[config.mk]
export PLATFORM = sky130hd
export DESIGN_NAME = ash_receive_deframer_core
export DESIGN_NICKNAME = d
export VERILOG_FILES = /design/src/rtl/core/ashrx_pkg.sv /design/src/rtl/core/ashrx_frame.sv /design/src/rtl/core/ashrx_out_buf.sv /design/src/rtl/core/ash_receive_deframer_core.sv
export SDC_FILE = /design/constraint.sdc
export NUM_CORES = 1
export LEC_CHECK = 0
export BUFFER_PORTS_ARGS = -buffer_cell sky130_fd_sc_hd__buf_2
export CORE_UTILIZATION = 62
export CTS_CLUSTER_DIAMETER = 150
export DETAILED_ROUTE_END_ITERATION = 10
export PLACE_DENSITY = 0.87
export RECOVER_POWER = 25
export SLEW_MARGIN = 20
export SYNTH_ARGS = -nofsm -noshare
export SYNTH_HDL_FRONTEND = slang
export SYNTH_SLANG_ARGS = --single-unit
[constraint.sdc]
create_clock -name clk -period 9.94 [get_ports clk]
set_clock_uncertainty 0.1 [all_clocks]
set_input_delay 0.497 -clock clk [delete_from_list [all_inputs] [get_ports clk]]
set_output_delay 0.497 -clock clk [all_outputs]
set_load 0.05 [all_outputs]
[src/rtl/core/ashrx_pkg.sv]
// Shared types, byte codes and helper functions for the ASH receive deframer.
// No dependencies; imported by every module of the block.
`timescale 1ns / 1ps
`default_nettype none

package ashrx_pkg;

    localparam logic [7:0] MAX_PAYLOAD = 8'd128;

    localparam logic [7:0] BYTE_FLAG   = 8'h7E;
    localparam logic [7:0] BYTE_CANCEL = 8'h1A;
    localparam logic [7:0] BYTE_SUB    = 8'h18;
    localparam logic [7:0] BYTE_XON    = 8'h11;
    localparam logic [7:0] BYTE_XOFF   = 8'h13;
    localparam logic [7:0] BYTE_ESC    = 8'h7D;
    localparam logic [7:0] ESC_FLIP    = 8'h20;

    localparam logic [7:0]  CTRL_RST_ACK = 8'hC1;
    localparam logic [7:0]  CTRL_ERROR   = 8'hC2;
    localparam logic [7:0]  CTRL_KIND_MASK = 8'h60;
    localparam logic [7:0]  CTRL_KIND_NAK  = 8'h20;

    localparam logic [15:0] CRC_INIT = 16'hFFFF;
    localparam logic [15:0] CRC_POLY = 16'h1021;
    localparam logic [7:0]  LFSR_SEED = 8'h42;
    localparam logic [7:0]  LFSR_TAPS = 8'hB8;

    localparam logic [2:0] TYPE_DATA    = 3'd0;
    localparam logic [2:0] TYPE_ACK     = 3'd1;
    localparam logic [2:0] TYPE_NAK     = 3'd2;
    localparam logic [2:0] TYPE_RST_ACK = 3'd3;
    localparam logic [2:0] TYPE_ERROR   = 3'd4;
    localparam logic [2:0] TYPE_UNKNOWN = 3'd5;

    localparam logic [2:0] ST_OK        = 3'd0;
    localparam logic [2:0] ST_EMPTY     = 3'd1;
    localparam logic [2:0] ST_TRUNCATED = 3'd2;
    localparam logic [2:0] ST_CRC       = 3'd3;
    localparam logic [2:0] ST_BAD_SIZE  = 3'd4;
    localparam logic [2:0] ST_UNKNOWN   = 3'd5;
    localparam logic [2:0] ST_DISCARDED = 3'd6;
    localparam logic [2:0] ST_CANCELLED = 3'd7;

    localparam int unsigned TDATA_W = 32;

    typedef struct packed {
        logic       kind;
        logic [7:0] data_byte;
        logic [7:0] control_byte;
        logic [2:0] frm_type;
        logic [7:0] payload_length;
        logic [2:0] status;
    } result_t;

    function automatic logic [15:0] crc_byte(input logic [15:0] crc, input logic [7:0] b);
        logic [15:0] c;
        c = crc ^ {b, 8'h00};
        for (int i = 0; i < 8; i++) begin
            c = c[15] ? ({c[14:0], 1'b0} ^ CRC_POLY) : {c[14:0], 1'b0};
        end
        return c;
    endfunction

    function automatic logic [2:0] classify(input logic [7:0] cb);
        logic [2:0] t;
        if (!cb[7]) t = TYPE_DATA;
        else if ((cb & CTRL_KIND_MASK) == 8'h00) t = TYPE_ACK;
        else if ((cb & CTRL_KIND_MASK) == CTRL_KIND_NAK) t = TYPE_NAK;
        else if (cb == CTRL_RST_ACK) t = TYPE_RST_ACK;
        else if (cb == CTRL_ERROR) t = TYPE_ERROR;
        else t = TYPE_UNKNOWN;
        return t;
    endfunction

endpackage

`default_nettype wire

[src/rtl/core/ashrx_frame.sv]
// Frame state and per-byte step logic: control codes, unstuffing, CRC,
// two-byte CRC delay, descrambling and the end-of-frame verdict. Uses ashrx_pkg.
`timescale 1ns / 1ps
`default_nettype none

module ashrx_frame
#(
    parameter logic [7:0] MAX_PAYLOAD = ashrx_pkg::MAX_PAYLOAD
)
(
    input  wire logic              clk,
    input  wire logic              rst_n,
    input  wire logic              step,
    input  wire logic [7:0]        rx_byte,
    output logic                   res_valid,
    output ashrx_pkg::result_t     res
);
    import ashrx_pkg::*;

    logic        esc_reg, esc_next;
    logic        discard_reg, discard_next;
    logic [7:0]  count_reg, count_next;
    logic [15:0] crc_reg, crc_next;
    logic [7:0]  held_reg, held_next;
    logic [7:0]  dly0_reg, dly0_next;
    logic [7:0]  dly1_reg, dly1_next;
    logic [7:0]  scr_reg, scr_next;
    logic [1:0]  fill_reg, fill_next;
    logic        long_reg, long_next;

    logic [7:0]  ub;
    logic        use_byte;
    logic        give_verdict;
    logic [2:0]  vstat;
    logic [2:0]  held_type;

    assign held_type = classify(held_reg);

    always_comb
    begin
        vstat = ST_OK;
        if (discard_reg) vstat = ST_DISCARDED;
        else if (fill_reg == 2'd0 && !esc_reg) vstat = ST_EMPTY;
        else if (fill_reg != 2'd3) vstat = ST_TRUNCATED;
        else if (crc_reg != 16'h0000) vstat = ST_CRC;
        else
        begin
            unique case (held_type)
                TYPE_DATA:
                    vstat = (count_reg == 8'd0 || long_reg) ? ST_BAD_SIZE : ST_OK;
                TYPE_ACK, TYPE_NAK:
                    vstat = (count_reg != 8'd0 || long_reg) ? ST_BAD_SIZE : ST_OK;
                TYPE_RST_ACK, TYPE_ERROR:
                    vstat = (count_reg != 8'd2 || long_reg) ? ST_BAD_SIZE : ST_OK;
                default:
                    vstat = ST_UNKNOWN;
            endcase
        end
    end

    always_comb
    begin
        esc_next     = esc_reg;
        discard_next = discard_reg;
        count_next   = count_reg;
        crc_next     = crc_reg;
        held_next    = held_reg;
        dly0_next    = dly0_reg;
        dly1_next    = dly1_reg;
        scr_next     = scr_reg;
        fill_next    = fill_reg;
        long_next    = long_reg;
        res_valid    = 1'b0;
        res          = '0;
        use_byte     = 1'b0;
        give_verdict = 1'b0;
        ub           = rx_byte;

        if (step)
        begin
            if (rx_byte == BYTE_FLAG)
            begin
                give_verdict = 1'b1;
                res.status   = vstat;
            end
            else if (rx_byte == BYTE_CANCEL)
            begin
                give_verdict = 1'b1;
                res.status   = ST_CANCELLED;
            end
            else if (rx_byte == BYTE_SUB)
            begin
                discard_next = 1'b1;
            end
            else if (rx_byte == BYTE_XON || rx_byte == BYTE_XOFF || discard_reg)
            begin
                // dropped
            end
            else if (esc_reg)
            begin
                esc_next = 1'b0;
                ub       = rx_byte ^ ESC_FLIP;
                use_byte = 1'b1;
            end
            else if (rx_byte == BYTE_ESC)
            begin
                esc_next = 1'b1;
            end
            else
            begin
                use_byte = 1'b1;
            end
        end

        if (use_byte)
        begin
            crc_next = crc_byte(crc_reg, ub);
            if (fill_reg == 2'd0)
            begin
                dly0_next = ub;
                fill_next = 2'd1;
            end
            else if (fill_reg == 2'd1)
            begin
                dly1_next = ub;
                fill_next = 2'd2;
            end
            else
            begin
                dly0_next = dly1_reg;
                dly1_next = ub;
                if (fill_reg == 2'd2)
                begin
                    held_next = dly0_reg;
                    fill_next = 2'd3;
                end
                else if (count_reg >= MAX_PAYLOAD)
                begin
                    long_next = 1'b1;
                end
                else
                begin
                    count_next    = count_reg + 8'd1;
                    scr_next      = scr_reg[0] ? ({1'b0, scr_reg[7:1]} ^ LFSR_TAPS)
                                               : {1'b0, scr_reg[7:1]};
                    res_valid     = 1'b1;
                    res.data_byte = held_reg[7] ? dly0_reg : (dly0_reg ^ scr_reg);
                end
            end
        end

        if (give_verdict)
        begin
            res_valid          = 1'b1;
            res.kind           = 1'b1;
            res.control_byte   = (fill_reg == 2'd3) ? held_reg : 8'h00;
            res.frm_type       = (fill_reg == 2'd3) ? held_type : TYPE_UNKNOWN;
            res.payload_length = (fill_reg == 2'd3) ? count_reg : 8'h00;
            esc_next     = 1'b0;
            discard_next = 1'b0;
            count_next   = 8'h00;
            crc_next     = CRC_INIT;
            held_next    = 8'h00;
            scr_next     = LFSR_SEED;
            fill_next    = 2'd0;
            long_next    = 1'b0;
        end
    end

    always_ff @(posedge clk or negedge rst_n)
    begin
        if (!rst_n)
        begin
            esc_reg     <= 1'b0;
            discard_reg <= 1'b0;
            count_reg   <= 8'h00;
            crc_reg     <= CRC_INIT;
            held_reg    <= 8'h00;
            scr_reg     <= LFSR_SEED;
            fill_reg    <= 2'd0;
            long_reg    <= 1'b0;
        end
        else
        begin
            esc_reg     <= esc_next;
            discard_reg <= discard_next;
            count_reg   <= count_next;
            crc_reg     <= crc_next;
            held_reg    <= held_next;
            scr_reg     <= scr_next;
            fill_reg    <= fill_next;
            long_reg    <= long_next;
        end
    end

    // CRC delay line holds unstuffed frame bytes, no reset
    always_ff @(posedge clk)
    begin
        dly0_reg <= dly0_next;
        dly1_reg <= dly1_next;
    end

endmodule

`default_nettype wire

[src/rtl/core/ashrx_out_buf.sv]
// Two-entry result queue driving the master-side stream.
// Uses ashrx_pkg for the result type.
`timescale 1ns / 1ps
`default_nettype none

module ashrx_out_buf
(
    input  wire logic                clk,
    input  wire logic                rst_n,
    input  wire logic                push,
    input  wire ashrx_pkg::result_t  push_data,
    output logic                     full,
    output logic                     out_valid,
    input  wire logic                out_ready,
    output ashrx_pkg::result_t       out_data
);
    import ashrx_pkg::*;

    result_t     slot_reg [2];
    logic        wr_reg, wr_next;
    logic        rd_reg, rd_next;
    logic [1:0]  cnt_reg, cnt_next;
    logic        pop;

    assign full      = (cnt_reg == 2'd2);
    assign out_valid = (cnt_reg != 2'd0);
    assign out_data  = slot_reg[rd_reg];
    assign pop       = out_valid && out_ready;

    always_comb
    begin
        wr_next  = push ? ~wr_reg : wr_reg;
        rd_next  = pop ? ~rd_reg : rd_reg;
        cnt_next = cnt_reg + {1'b0, push} - {1'b0, pop};
    end

    always_ff @(posedge clk or negedge rst_n)
    begin
        if (!rst_n)
        begin
            wr_reg  <= 1'b0;
            rd_reg  <= 1'b0;
            cnt_reg <= 2'd0;
        end
        else
        begin
            wr_reg  <= wr_next;
            rd_reg  <= rd_next;
            cnt_reg <= cnt_next;
        end
    end

    always_ff @(posedge clk)
    begin
        if (push)
        begin
            slot_reg[wr_reg] <= push_data;
        end
    end

endmodule

`default_nettype wire

[src/rtl/core/ash_receive_deframer_core.sv]
// Top level of the ASH receive deframer: input register, frame step logic,
// result queue. Depends on ashrx_pkg, ashrx_frame and ashrx_out_buf.
`timescale 1ns / 1ps
`default_nettype none

// Raw UART bytes enter on the s_ stream, one per transaction; each byte is
// registered, then processed by the frame step logic (control codes, unstuffing,
// CRC-16 CCITT-FALSE, LFSR descrambling). Payload bytes leave on the m_
// stream with m_tlast low as soon as two newer bytes have passed them, so
// they are speculative until the end-of-frame verdict, which carries
// m_tlast high with control byte, type, length and status. Payload bytes
// beyond MAX_PAYLOAD are not emitted and mark the frame as bad size.
// Throughput is one byte per clock; a result passes from the input register
// through the frame step logic into a registered two-entry result queue, which
// lets input continue while a result waits; input stalls only when that queue is full.
module ash_receive_deframer_core
#(
    parameter logic [7:0] MAX_PAYLOAD = ashrx_pkg::MAX_PAYLOAD
)
(
    input  wire logic        clk,
    input  wire logic        rst_n,
    input  wire logic        s_tvalid,
    output logic             s_tready,
    input  wire logic [7:0]  s_tdata,   // [7:0] rx_byte
    output logic             m_tvalid,
    input  wire logic        m_tready,
    output logic [ashrx_pkg::TDATA_W-1:0] m_tdata,
    // [7:0] data_byte, [15:8] control_byte, [18:16] frm_type,
    // [26:19] payload_length, [29:27] status, [31:30] zero
    output logic             m_tlast    // kind: end-of-frame verdict
);
    import ashrx_pkg::*;

    logic        in_valid_reg, in_valid_next;
    logic [7:0]  in_byte_reg;
    logic        advance;
    logic        q_full;
    logic        res_valid;
    result_t     res;
    result_t     head;

    assign advance  = in_valid_reg && !q_full;
    assign s_tready = !in_valid_reg || advance;

    always_comb
    begin
        in_valid_next = (s_tvalid && s_tready) ? 1'b1 : (advance ? 1'b0 : in_valid_reg);
    end

    always_ff @(posedge clk or negedge rst_n)
    begin
        if (!rst_n)
        begin
            in_valid_reg <= 1'b0;
        end
        else
        begin
            in_valid_reg <= in_valid_next;
        end
    end

    always_ff @(posedge clk)
    begin
        if (s_tvalid && s_tready)
        begin
            in_byte_reg <= s_tdata;
        end
    end

    ashrx_frame
    #(
        .MAX_PAYLOAD (MAX_PAYLOAD)
    )
    u_frame
    (
        .clk       (clk),
        .rst_n     (rst_n),
        .step      (advance),
        .rx_byte   (in_byte_reg),
        .res_valid (res_valid),
        .res       (res)
    );

    ashrx_out_buf u_out
    (
        .clk       (clk),
        .rst_n     (rst_n),
        .push      (res_valid),
        .push_data (res),
        .full      (q_full),
        .out_valid (m_tvalid),
        .out_ready (m_tready),
        .out_data  (head)
    );

    assign m_tlast = head.kind;
    assign m_tdata = {2'b00, head.status, head.payload_length, head.frm_type,
                      head.control_byte, head.data_byte};

endmodule

`default_nettype wire

==> metrics.json <==
{
  "setup_viol": 0,
  "largest_family_of_logic_cells_by_synthesized_area": "simple AND/OR/NAND/NOR gates",
  "hold_path.class": "input port to flop",
  "synth-main-ff-cell": "sky130_fd_sc_hd__edfxtp_1",
  "internal-power_mw": 1.58,
  "number_of_enable_flip_flop_cells_after_synthesis": 86,
  "seq_area_frac_synth_pct": 61.6,
  "power.ir.vdd_worst_v": 0.000191,
  "worst_pin_slew_ps": 2780,
  "criticalPathCategory": "flop to flop",
  "synth_fa_ha_area_share_pct": 1.80,
  "share_seq_of_total_power_pct": 38.3,
  "num-fill-cells": 632,
  "synth-xor-area-share_pct": 7.17,
  "viasPerCell": 5.91,
  "dp.cells": 638,
  "gr-max-usage-layer": "met2",
  "syn-instance-count": 481,
  "detailedPlacementHpwl_um": 7590,
  "power.clock.fraction_pct": 21.9,
  "worst_setup_path_start_kind": "flop",
  "max_cap_viol": 1,
  "hold_violations": 0,
  "critical_path_peak_fanout": 55,
  "synth_top_cell_area_share_pct": 41.2,
  "regToRegSetupSlack_ps": 6010,
  "timing.final.crit_share_pct": 39.6,
  "post_synth_most_frequent_cells": "86 x sky130_fd_sc_hd__edfxtp_1, 39 x sky130_fd_sc_hd__nor2_1, 38 x sky130_fd_sc_hd__mux2_2",
  "layout-drive-gt1-share_pct": 27.0,
  "grt_first_pass_wirelength_um": 19300,
  "rr_worst_depth": 10,
  "async_flop_share_pct": 36.8,
  "worstHoldEndpoint": "in_byte_reg[1]",
  "wirelength_per_cell_um": 17.9,
  "finalMaxSlewViolations": 51,
  "grt_util_all_layers_pct": 25.2,
  "r2r-start": "in_byte_reg[7]",
  "worst_ep_arrival_time_ps": 4260,
  "postSynthRegisterBits": 136,
  "chipWidth_um": 103,
  "fin_crit_ps": 3930,
  "cts_num_sinks": 136,
  "synth_compound_area_share_pct": 4.65,
  "yosysMostFrequentCell": "sky130_fd_sc_hd__edfxtp_1",
  "clockRootBuffer": "sky130_fd_sc_hd__clkbuf_8",
  "floorplan.initialDensity_pct": 64.1,
  "num_vias": 3963,
  "clock_tree_from_tritoncts": "built",
  "switch_pwr_mw": 1.06,
  "synth_simple_gate_area_share_pct": 13.8,
  "io_buffers": 44,
  "die-height_um": 103,
  "violations": "max-capacitance violations, max-slew violations",
  "rsz_0062_raised_after_global_routing": "no",
  "global_routing_usage_on_met1_pct": 29.1,
  "mappedNetlistArea_sq_um": 6260,
  "floorplan.die_area_sq_um": 10500,
  "finish.net_count": 546,
  "initial_drc_count": 198,
  "initial_antenna_violation_count": 0,
  "drt_drc_violations_left": 0,
  "combPwrFrac_pct": 39.8,
  "setup.worst_path.end_class": "flop",
  "synth_top_cell_by_area": "sky130_fd_sc_hd__edfxtp_1",
  "finalWirelength_um": 12000,
  "clk_transition_reported_paths_ps": 60,
  "htreeDepth": 4,
  "grt_overflow_total": 0,
  "hold_path_startpoint": "s_tdata[1]",
  "synth_top_cells_by_area": "sky130_fd_sc_hd__edfxtp_1 41%, sky130_fd_sc_hd__dfrtp_1 13%, sky130_fd_sc_hd__dfstp_2 7.6%",
  "sw_frac_of_total_pct": 40.1,
  "synth_mux_area_share_pct": 8.59,
  "largest_reg_flops": 62,
  "fin_worst_hold_slack_ps": 55.5,
  "stdcell_count": 671,
  "grt_util_met3_pct": 6.10,
  "cellLeakagePower_nw": 2.83,
  "timing.max_slew.rel_slack_pct": -85.0,
  "clk_path_buf_depth": 2,
  "ys_warns": 0,
  "syn_to_final_growth_pct": 14.0,
  "synthDistinctLibCells": 54,
  "r2r-end": "u_out.cnt_reg[1]",
  "routability_driven_placement_congestion_ratio": 0.899,
  "num_io_pins": 47,
  "drtPass1Iterations": 5,
  "clock_latency_ps": 510,
  "num_antenna_cells": 0,
  "ant_nets": 0,
  "required_time_reported_for_the_critical_path_endpoint_ps": 10270,
  "postSynthAreaPerCell_sq_um": 13.0,
  "cellPowerDensity_nw_per_um2": 370,
  "min_delay_path_depth": 1,
  "grt_start_max_net_pins": 56,
  "number_of_global_route_vias_before_repair": 3949,
  "cts_made_buffers": 17,
  "clock.fmax_ghz": 0.254,
  "core_area_sq_um": 9770,
  "status": "finished, violations left",
  "count_of_standard_cell_rows": 36,
  "totalNegativeSetupSlack_ps": 0,
  "grt_util_met2_pct": 44.5
}
==> logic make-up after synthesis <==
logic type,Yosys count
multiplexers,49
adder cells (fa/ha/maj),9
XOR/XNOR,45
AND/OR/NAND/NOR,160
buffers and inverters,35
other,1
AO/OA/AOI/OAI,46
flip-flops,136
==> how the worst max path moves through the flow <==
| stage | startpoint | to | slack [ps] |
|---|---|---|---|
| 2_1_floorplan | in_byte_reg[7] | u_out.slot_reg[1][0] | 6370 |
| 3_3_place_gp | in_byte_reg[7] | u_out.cnt_reg[1] | 6240 |
| 3_5_place_dp | in_byte_reg[7] | u_out.cnt_reg[1] | 6050 |
| 4_1_cts | in_byte_reg[7] | u_out.cnt_reg[1] | 6030 |
| 5_1_grt | in_byte_reg[7] | u_out.cnt_reg[1] | 5760 |
| 6_report | in_byte_reg[7] | u_out.cnt_reg[1] | 6010 |
==> placed cells by master, fill, tap and decap left out, drive strengths merged, types with 2 or more instances in the layout <==
master	Yosys	routed
or2	2	2
dfrtp	32	32
nor4	9	9
dfstp	18	18
clkinvlp	0	3
and4	2	2
a21oi	24	24
xnor3	4	4
o31ai	2	2
nor3	15	15
mux2	38	38
edfxtp	86	86
buf	14	47
clkinv	0	6
nand2b	7	7
nand4	2	2
ha	9	9
and3	18	18
nand2	24	24
a211oi	4	4
nor2b	11	11
a31oi	2	2
o21ai	6	6
xnor2	31	31
mux2i	11	11
nand3b	6	6
clkbuf	11	20
nand3	15	15
and2	4	4
xor2	10	10
inv	10	13
conb	1	2
nor2	39	39
==> power groups by stage <==
| stage | Sequential (mW) | Clock [mW] | Combinational [mW] |
|---|---|---|---|
| 6_report | 1.01 | 0.579 | 1.05 |
| 5_1_grt | 1.03 | 0.610 | 1.15 |
| 4_1_cts | 1.01 | 0.584 | 1.06 |
| 3_5_place_dp | 1.02 | 0 | 1.05 |
| 3_3_place_gp | 1.00 | 0 | 1.01 |
| 2_1_floorplan | 0.956 | 0 | 0.864 |
==> routing by layer <==
metal	share of wire, %	vias up
met4	3.3	0
li1	-	1822
met2	54	115
met1	39	1993
met3	3.9	33
met5	0	-
==> worst max-delay path, stage by stage, from the launching register on <==
cell	delay [ps]
sky130_fd_sc_hd__edfxtp_1	510
sky130_fd_sc_hd__nor4bb_1	540
sky130_fd_sc_hd__o2111ai_1	280
sky130_fd_sc_hd__or2_1	490
sky130_fd_sc_hd__inv_2	740
sky130_fd_sc_hd__nor2_1	270
sky130_fd_sc_hd__ha_1	350
sky130_fd_sc_hd__inv_1	40
sky130_fd_sc_hd__ha_1	190
sky130_fd_sc_hd__xnor2_1	180
sky130_fd_sc_hd__xnor2_1	140
==> through the flow <==
step	setup WS, ps	utilization [%]	area [sq um]	power, mW
2_1_floorplan	6370	-	6270	1.82
3_5_place_dp	6050	67.3	6580	2.06
4_1_cts	6030	73.0	7130	2.65
5_1_grt	5760	73.1	7140	2.79
6_report	6010	73.1	7140	2.64
3_3_place_gp	6240	67.3	6580	2.01
==> layout make-up <==
type / instances / area [sq um] / share of cell area, %
Sequential cell: 136 / 3860 / 54.0
Multi-Input combinational cell: 311 / 2270 / 31.8
Clock buffer: 19 / 432 / 6.05
Timing Repair Buffer: 49 / 259 / 3.63
Tap cell: 133 / 166 / 2.33
Clock inverter: 13 / 123 / 1.72
Inverter: 10 / 37.5 / 0.526
==> timing repair <==
action / CTS / global route
gates resized for setup: 0 / 0
hold endpoints to repair: 0 / 32
buffers inserted: 0 / 0
hold buffers: 0 / 1
Power figures use the tool's default switching activity.
